[src/s2io_pkg.sv]
// Shared types, codes and constants for the sector to image offset block.
package s2io_pkg;

  localparam int MAX_TRACKS_DEF = 128;
  localparam int SECTOR_W = 19;
  localparam int SKIP_W = 40;
  localparam int OFFS_W = 41;
  localparam int LEN_W = 12;
  localparam int QDEPTH = 2;

  typedef enum logic [1:0] {
    KIND_WRITE = 2'd0,
    KIND_DATA  = 2'd1,
    KIND_SUB   = 2'd2,
    KIND_POS   = 2'd3
  } kind_t;

  typedef enum logic [1:0] {
    ST_OK      = 2'd0,
    ST_NOTRACK = 2'd1,
    ST_NORAW   = 2'd2,
    ST_NOSUB   = 2'd3
  } status_t;

  typedef enum logic [2:0] {
    SZ_2048 = 3'd0,
    SZ_2324 = 3'd1,
    SZ_2336 = 3'd2,
    SZ_2352 = 3'd3,
    SZ_2448 = 3'd4
  } size_code_t;

  typedef enum logic [2:0] {
    BK_IDLE,
    BK_READ,
    BK_SCAN,
    BK_CALC,
    BK_MUL,
    BK_MSF,
    BK_DONE
  } back_state_t;

  // Query passed from front to back.
  typedef struct packed {
    kind_t                kind;
    logic [SECTOR_W-1:0]  sector;
    logic                 raw;
  } query_t;

  localparam int LBA_BIAS = 150;
  localparam int OFS_MODE1 = 16;
  localparam int OFS_MODE2 = 24;
  localparam int LEN_RAW = 2352;
  localparam int LEN_MODE2 = 2336;
  localparam int LEN_COOKED = 2048;
  localparam int LEN_SUB = 2448;

  function automatic logic [LEN_W-1:0] size_bytes(input logic [2:0] code);
    logic [LEN_W-1:0] b;
    case (code)
      SZ_2324: b = 12'd2324;
      SZ_2336: b = 12'd2336;
      SZ_2352: b = 12'd2352;
      SZ_2448: b = 12'd2448;
      default: b = 12'd2048;
    endcase
    return b;
  endfunction

endpackage

[src/s2io_front.sv]
// Front part: accepts commands, writes the track table, queues queries.
module s2io_front #(
  parameter int MAX_TRACKS = s2io_pkg::MAX_TRACKS_DEF,
  parameter int IDX_W = $clog2(MAX_TRACKS)
) (
  input  logic                          clk,
  input  logic                          rst_n,
  input  logic                          start,
  output logic                          busy,
  input  logic [1:0]                    in_kind,
  input  logic [6:0]                    in_entry_index,
  input  logic [s2io_pkg::SECTOR_W-1:0] in_entry_start,
  input  logic [s2io_pkg::SKIP_W-1:0]   in_entry_skip,
  input  logic [2:0]                    in_entry_size_code,
  input  logic                          in_entry_mode2,
  input  logic [7:0]                    in_entry_attr,
  input  logic [s2io_pkg::SECTOR_W-1:0] in_sector,
  input  logic                          in_raw,
  // table write port
  output logic                          tw_en,
  output logic [IDX_W-1:0]              tw_addr,
  output logic [s2io_pkg::SECTOR_W+s2io_pkg::SKIP_W+11:0] tw_data,
  // write acknowledge result
  output logic                          wr_ack,
  // queue to back
  output logic                          q_valid,
  output s2io_pkg::query_t              q_head,
  input  logic                          q_pop,
  input  logic                          back_busy,
  input  logic                          out_busy
);

  s2io_pkg::query_t  fifo_r [s2io_pkg::QDEPTH];
  logic              rd_ptr_r, rd_ptr_nxt, wr_ptr_r, wr_ptr_nxt;
  logic [1:0]        cnt_r, cnt_nxt;
  logic              acc, push;

  // one item in flight at a time end to end
  assign busy = (cnt_r != 2'd0) || back_busy || out_busy;
  assign acc  = start && !busy;
  assign push = acc && (in_kind != s2io_pkg::KIND_WRITE);

  assign tw_en   = acc && (in_kind == s2io_pkg::KIND_WRITE) &&
                   (9'(in_entry_index) < 9'(MAX_TRACKS));
  assign tw_addr = IDX_W'(in_entry_index);
  assign tw_data = {in_entry_start, in_entry_skip, in_entry_size_code, in_entry_mode2,
                    in_entry_attr};
  assign wr_ack  = acc && (in_kind == s2io_pkg::KIND_WRITE);

  assign q_valid = cnt_r != 2'd0;
  assign q_head  = fifo_r[rd_ptr_r];

  // advance queue pointers
  always_comb begin
    rd_ptr_nxt = rd_ptr_r ^ q_pop;
    wr_ptr_nxt = wr_ptr_r ^ push;
    cnt_nxt = cnt_r + {1'b0, push} - {1'b0, q_pop};
  end

  always_ff @(posedge clk) begin
    if (!rst_n) begin
      rd_ptr_r <= 1'b0;
      wr_ptr_r <= 1'b0;
      cnt_r <= 2'd0;
    end else begin
      rd_ptr_r <= rd_ptr_nxt;
      wr_ptr_r <= wr_ptr_nxt;
      cnt_r <= cnt_nxt;
    end
  end

  // hold queued payload
  always_ff @(posedge clk) begin
    if (push) begin
      fifo_r[wr_ptr_r] <= '{kind: s2io_pkg::kind_t'(in_kind), sector: in_sector, raw: in_raw};
    end
  end

endmodule

[config.mk]
export PLATFORM = sky130hd
export DESIGN_NAME = s2io_front
export DESIGN_NICKNAME = d
export VERILOG_FILES = /design/src/s2io_pkg.sv /design/src/s2io_front.sv
export SDC_FILE = /design/constraint.sdc
export NUM_CORES = 1
export LEC_CHECK = 0
export BUFFER_PORTS_ARGS = -buffer_cell sky130_fd_sc_hd__buf_2
export CAP_MARGIN = 10
export CORE_MARGIN = 2
export CORE_UTILIZATION = 41
export CTS_CLUSTER_SIZE = 12
export DETAILED_ROUTE_END_ITERATION = 6
export GPL_ROUTABILITY_DRIVEN = 0
export PLACE_DENSITY = 0.86
export SYNTH_ARGS = -nofsm -noshare
export SYNTH_HDL_FRONTEND = slang
export SYNTH_SLANG_ARGS = --single-unit
[constraint.sdc]
create_clock -name clk -period 3.6 [get_ports clk]
set_input_delay 0.18 -clock clk [delete_from_list [all_inputs] [get_ports clk]]
set_output_delay 0.18 -clock clk [all_outputs]
set_load 0.05 [all_outputs]
==> results of run 1 <==
-- per-layer routing --
metal  share of wire  up-vias  GRT usage
li1                -      470          -
met5               0        -          0
met4           0.012        0     0.0492
met1            0.36      494     0.0971
met3            0.12       14     0.0611
met2            0.51       73      0.177
-- path summary, 6_finish.rpt --
kind	from	end	slack (ps)
setup / recovery	flop	q_head[1]	1530
hold / removal	in_sector[3]	fifo_r[1][4]$_DFFE_PP_	70
setup reg to reg	cnt_r[1]$_SDFF_PN0_	cnt_r[1]$_SDFF_PN0_	1620
hold reg to reg	wr_ptr_r$_SDFF_PN0_	wr_ptr_r$_SDFF_PN0_	570
-- report_power, final --
part | leakage, nW | internal, W | total, W | switching [W]
Sequential | 0.439 | 0.000635 | 0.000650 | 0.0000149
Combinational | 0.387 | 0.0000616 | 0.000173 | 0.000112
Clock | 0.0543 | 0.000208 | 0.000386 | 0.000178
-- cell usage in the layout, fill, tap and decap left out, drive strengths merged, types with 2 or more instances in the layout --
cell type,synthesis,final
edfxtp,44,44
inv,2,2
dfxtp,5,5
or2,2,2
and2,3,3
ha,4,4
clkbuf,0,5
nor2b,2,2
mux2,22,22
buf,81,55
-- logic make-up after synthesis --
family	synth area share
AND/OR/NAND/NOR	0.0303
XOR/XNOR	0.0128
multiplexers	0.102
AO/OA/AOI/OAI	0.00205
buffers and inverters	0.250
flip-flops	0.583
adder cells (fa/ha/maj)	0.0205
-- layout make-up --
class,instances,area [µm²],area share
Multi-Input combinational cell,39,408,0.175
Inverter,2,7.51,0.00323
Clock buffer,5,68.8,0.0296
Clock inverter,3,46.3,0.0199
Sequential cell,49,1420,0.611
Tap cell,75,93.8,0.0403
Timing Repair Buffer,55,280,0.120
-- sequential cells by signal (all words and copies together), names as in the netlist, named ones only --
| name | count |
|---|---|
| cnt_r | 2 |
| fifo_r | 44 |
| rd_ptr_r | 1 |
| wr_ptr_r | 1 |
-- through the flow --
| stage | std cells | setup WS, ps | util | hold WS, ps |
|---|---|---|---|---|
| after floorplan | 171 | 1100 | - | 279 |
| after detailed placement | 220 | 1630 | 0.378 | 360 |
| after CTS | 228 | 1440 | 0.398 | 55.2 |
| after global routing | 228 | 1360 | 0.398 | 51.8 |
| after global placement | 220 | 1710 | 0.378 | 360 |
| final | 228 | 1530 | 0.398 | 67.7 |
==> metrics, run 1 <==
Synth cell types=17; vias in the first global route=1133; total CTS buffers=5; n_diodes=0; I/O Pins=210; Clock Sinks=49; Hold Fails Final Rpt=0; Leak=0.880 nW; Worst Reg-to-Reg Cells=7; YS warnings=0; Max VDD drop=0.000196 V; Post-CTS Setup Repair Bufs=0; cell depth of the worst hold path=1; Die Y-Extent=81.1 µm; Hold Path Class=in2reg; die area=6580 µm²; CORE AREA=5850 µm²; Initial Utilization=0.417; final wirelength=3340 µm; Worst setup EP type=output port; Final setup viols=0; Initial DRT Pass Iterations=4; DRT iter0 DRCs=29; Max Clock Skew=6.88 ps; final period utilization=0.575; clock period minus worst slack=2070 ps; mapped cell area=2440 µm²; relative slew slack=0.352; post-synthesis sequential area ratio=0.583; Least-Margin Pin Slew=970 ps; Worst Path Buf+Inv=1; Worst path max stage delay=970 ps; vias per inst=4.61; Synth area leaders=edfxtp_1, buf_4, mux2_2, dfxtp_1, ha_1; Area Growth Syn to Fin=-4.67%; grt total ovfl=0; syn avg cell area=14.3 µm²; PD cells=520 nW/µm²; clk slew on worst S/H paths=90 ps; Max Freq=483 MHz; Worst Path Required=3420 ps; all-layer global routing usage=0.103; initial antenna violation count=0; nets=262; CTS Buffer Depth=2; Final TNS setup=0 ps; share of layout cells above drive strength 1=0.549; DP Area=2210 µm²; unrepaired setup endpoints after global routing=no; clk_lat worst skew=290 ps; I/O Buffers=53; Design Power=0.00121 W; syn nets=281; most frequent cell after synthesis=buf_4; EDFF count, synth=44; status=finished, final reports clean; Critical Path Fanout Max=22; # DRC=0; first-pass GRT wire length=5080 µm; crit path kind=reg2out; critical path launch point type=flop; Filler Cells Inserted=558; Final Max Slew Viols=0; Max Cap Violations=0; cell count along the critical path=2; root buffer cell=clkbuf_8; drt wl/cell=14.7 µm; Async S/R FF share, synth=0; standard-cell rows=28; Mapped Cells=171; leading area contributor after synthesis=edfxtp_1; pin count of the biggest net entering global routing=23; Synth top area share=0.542; CTS tree=yes; CTS H-tree depth=2; crit path cell chain=mux2_2 -> buf_2; ys flop type=edfxtp_1; Largest delay share family, worst path=flip-flops; top cells by count, synth=buf_4, edfxtp_1, mux2_2, dfxtp_1, ha_1; Final Instance Area=2330 µm²; post_cts resized=0; critical path arrival=1890 ps; CP max-delay cell=dfxtp_1; hpwl dp=2360 µm; Post-CTS Hold Buffers=0; Via Count=1051; flops & latches, synth=49; Routed Antenna Nets=0; die width=81.1 µm
(Power assumes the default switching activity.)
==> inputs of run 2 (changes only) <==
--- a/config.mk
+++ b/config.mk
@@ -5,14 +5,15 @@
 export SDC_FILE = /design/constraint.sdc
 export NUM_CORES = 1
 export LEC_CHECK = 0
+export ABC_AREA = 1
 export BUFFER_PORTS_ARGS = -buffer_cell sky130_fd_sc_hd__buf_2
 export CAP_MARGIN = 10
 export CORE_MARGIN = 2
-export CORE_UTILIZATION = 41
+export CORE_UTILIZATION = 35
 export CTS_CLUSTER_SIZE = 12
 export DETAILED_ROUTE_END_ITERATION = 6
 export GPL_ROUTABILITY_DRIVEN = 0
-export PLACE_DENSITY = 0.86
+export PLACE_DENSITY = 0.78
 export SYNTH_ARGS = -nofsm -noshare
 export SYNTH_HDL_FRONTEND = slang
 export SYNTH_SLANG_ARGS = --single-unit
==> constraint.sdc (replaced) <==
create_clock -name clk -period 1.9 [get_ports clk]
set_input_delay 0.095 -clock clk [delete_from_list [all_inputs] [get_ports clk]]
set_output_delay 0.095 -clock clk [all_outputs]
set_load 0.05 [all_outputs]
==> metrics, run 2 <==
status=finished, final reports clean; Initial Utilization=0.360 (-0.0566); pin count of the biggest net entering global routing=23 (unchanged); placed cell count=255 (+16%); multi-input logic area=379 µm² (-7.1%); crit path cell chain=nor2_2 -> nand3_1 -> nor2_2 -> inv_1 -> ha_1 -> inv_1 -> ha_1 -> inv_1 -> nand2_1 -> a21oi_1 -> nor2_1; Max Cap Violations=0 (unchanged); Mapped Cells=184 (+7.6%); Initial DRT Pass Iterations=4 (unchanged); cell mode on critical path=inv_1; share of layout cells above drive strength 1=0.471 (-0.0784); clk_lat worst skew=300 ps (about the same); Die Y-Extent=87.6 µm (+8.0%); cell depth of the worst hold path=1 (unchanged); CP max-delay cell=dfxtp_1; nets=296 (+13%); CTS H-tree depth=2 (unchanged); Hold Fails Final Rpt=0 (unchanged); critical path arrival=1920 ps (+30 ps); leading area contributor after synthesis=edfxtp_1; # DRC=0 (unchanged); flops & latches, synth=49 (unchanged); final wirelength=4920 µm (+47%); Final TNS setup=0 ps (unchanged); syn avg cell area=13.3 µm² (-6.7%); crit path kind=reg2reg; critical path launch point type=flop; Final setup viols=0 (unchanged); I/O Buffers=53 (unchanged); n_diodes=0 (unchanged); dpl ws=86.7 ps (-1550 ps); Reg with most FFs=fifo_r; total CTS buffers=5 (unchanged); drt wl/cell=17.4 µm (+19%); grt total ovfl=0 (unchanged); relative slew slack=0.804 (+0.451); R2R Setup Slk=180 ps (-1440 ps); Via Count=1200 (+14%); clock period minus worst slack=1720 ps; WHS=3.94 ps (-63.8 ps); Post-CTS Setup Repair Bufs=0 (unchanged); ys flop type=edfxtp_1; final period utilization=0.906; CORE AREA=6790 µm² (+16%); Synth top area share=0.540 (-0.00194); Critical Path Fanout Max=3 (-86%); die area=7680 µm² (+17%); Worst path max stage delay=330 ps (-640 ps); Worst setup EP type=flop; Max Clock Skew=9.80 ps (+2.92 ps); Top Registers=fifo_r: 44 flops, cnt_r: 2 flops; Synth area leaders=edfxtp_1, buf_4, mux2_2, dfxtp_1, ha_1; Hold Path Class=in2reg; DRT iter0 DRCs=33 (+14%); clk slew on worst S/H paths=90 ps (about the same); Worst Path Buf+Inv=3 (+2); Largest delay share family, worst path=simple AND/OR/NAND/NOR gates; hold path startpoint=in_kind[0]; Async S/R FF share, synth=0 (unchanged); Hold EP=fifo_r[0][20]$_DFFE_PP_; Area Growth Syn to Fin=6.54%; fin cells=283 (+24%); final worst setup slack=179 ps (-1350 ps); Worst Reg-to-Reg Cells=11 (+4); all-layer global routing usage=0.118 (+0.0153); Max Freq=581 MHz; CTS tree=yes; most frequent cell after synthesis=buf_4; Leak=1.01 nW (+15%); most frequent cells in the layout=buf_2, edfxtp_1, mux2_2, dlygate4sd3_1, inv_1; I/O Pins=210 (unchanged); EDFF count, synth=44 (unchanged); top cells by count, synth=buf_4, edfxtp_1, mux2_2, inv_1, nor2_1; standard-cell rows=30 (+7.1%); Clock Sinks=49 (unchanged); Synth cell types=12 (-5); hpwl dp=3790 µm (+61%); post-synthesis sequential area ratio=0.580 (-0.00208); RR Endpoint=cnt_r[1]$_SDFF_PN0_; max FFs per register=44 (unchanged); root buffer cell=clkbuf_8; Design Power=0.00243 W (+100%); mapped cell area=2450 µm² (+0.36%); first-pass GRT wire length=6560 µm (+29%); Final Max Slew Viols=0 (unchanged); CTS Buffer Depth=2 (unchanged); leading cell type in the layout, fill and taps excluded=buf_2; initial antenna violation count=0 (unchanged); Reg2Reg Launch Point=cnt_r[1]$_SDFF_PN0_; vias per inst=4.24 (-8.0%); Routed Antenna Nets=0 (unchanged); YS warnings=0 (unchanged); Worst Path Required=2100 ps (-1320 ps); vias in the first global route=1167 (+3.0%); syn nets=294 (+4.6%); die width=87.6 µm (+8.0%); unrepaired setup endpoints after global routing=no; Sequential Area=1420 µm² (unchanged); PD cells=933 nW/µm² (+80%); Max VDD drop=0.000318 V (+62%); Filler Cells Inserted=634 (+14%); Least-Margin Pin Slew=295 ps (-675 ps)
## run 2: timing repair
item,in CTS,in global routing
hold buffers,20,0
setup endpoints to repair,0,1
resized for setup,0,2
endpoints found under the hold margin,40,0
## run 2: final cells by class
class / count / share of cell area
clock buffer: 5 / 0.0264
clock inverter: 3 / 0.0264
inverter: 10 / 0.0144
multi-input combinational: 44 / 0.145
sequential: 49 / 0.545
tap: 96 / 0.0460
timing repair buffer: 76 / 0.197
## run 2: metal layers
layer / share of wire / track usage
met1: 0.26 / 0.0833
met2: 0.53 / 0.205
met3: 0.18 / 0.111
met4: 0.021 / 0.0503
met5: 0.0091 / 0.0390
## run 2: worst max-delay path by stage
stage               slack [ps]  cells after the start                     end           startpoint
global placement           230                     11     cnt_r[1]$_SDFF_PN0_  cnt_r[1]$_SDFF_PN0_
global route                30                     11     cnt_r[1]$_SDFF_PN0_  cnt_r[1]$_SDFF_PN0_
finish                     180                     11     cnt_r[1]$_SDFF_PN0_  cnt_r[1]$_SDFF_PN0_
detailed placement          90                     11     cnt_r[1]$_SDFF_PN0_  cnt_r[1]$_SDFF_PN0_
floorplan                  180                      4  fifo_r[1][0]$_DFFE_PP_  cnt_r[1]$_SDFF_PN0_
CTS                         70                     11     cnt_r[1]$_SDFF_PN0_  cnt_r[1]$_SDFF_PN0_
## run 2: stage by stage
stage,instance area [µm²],utilization
after global routing,2610,0.384
after detailed placement,2270,0.334
after floorplan,2450,-
after global placement,2270,0.334
final,2610,0.384
after CTS,2600,0.383
## run 2: cell families (layout without fill, tap and decap cells)
logic type	Yosys count	count (layout)	synth area share
adders and majority gates	4	4	0.0204
buffers and inverters	91	94	0.267
muxes	22	22	0.101
DFF	49	49	0.580
and+or+nand+nor	16	16	0.0255
xor gates and xnor gates	1	1	0.00358
AOI/OAI and AO/OA	1	1	0.00204
## run 2: power breakdown
part | internal (W) | switching [W] | leakage, nW
Clock | 0.000529 | 0.000339 | 0.0687
Sequential | 0.00120 | 0.00000868 | 0.439
Combinational | 0.000131 | 0.000228 | 0.504
Total | 0.00186 | 0.000576 | 1.01
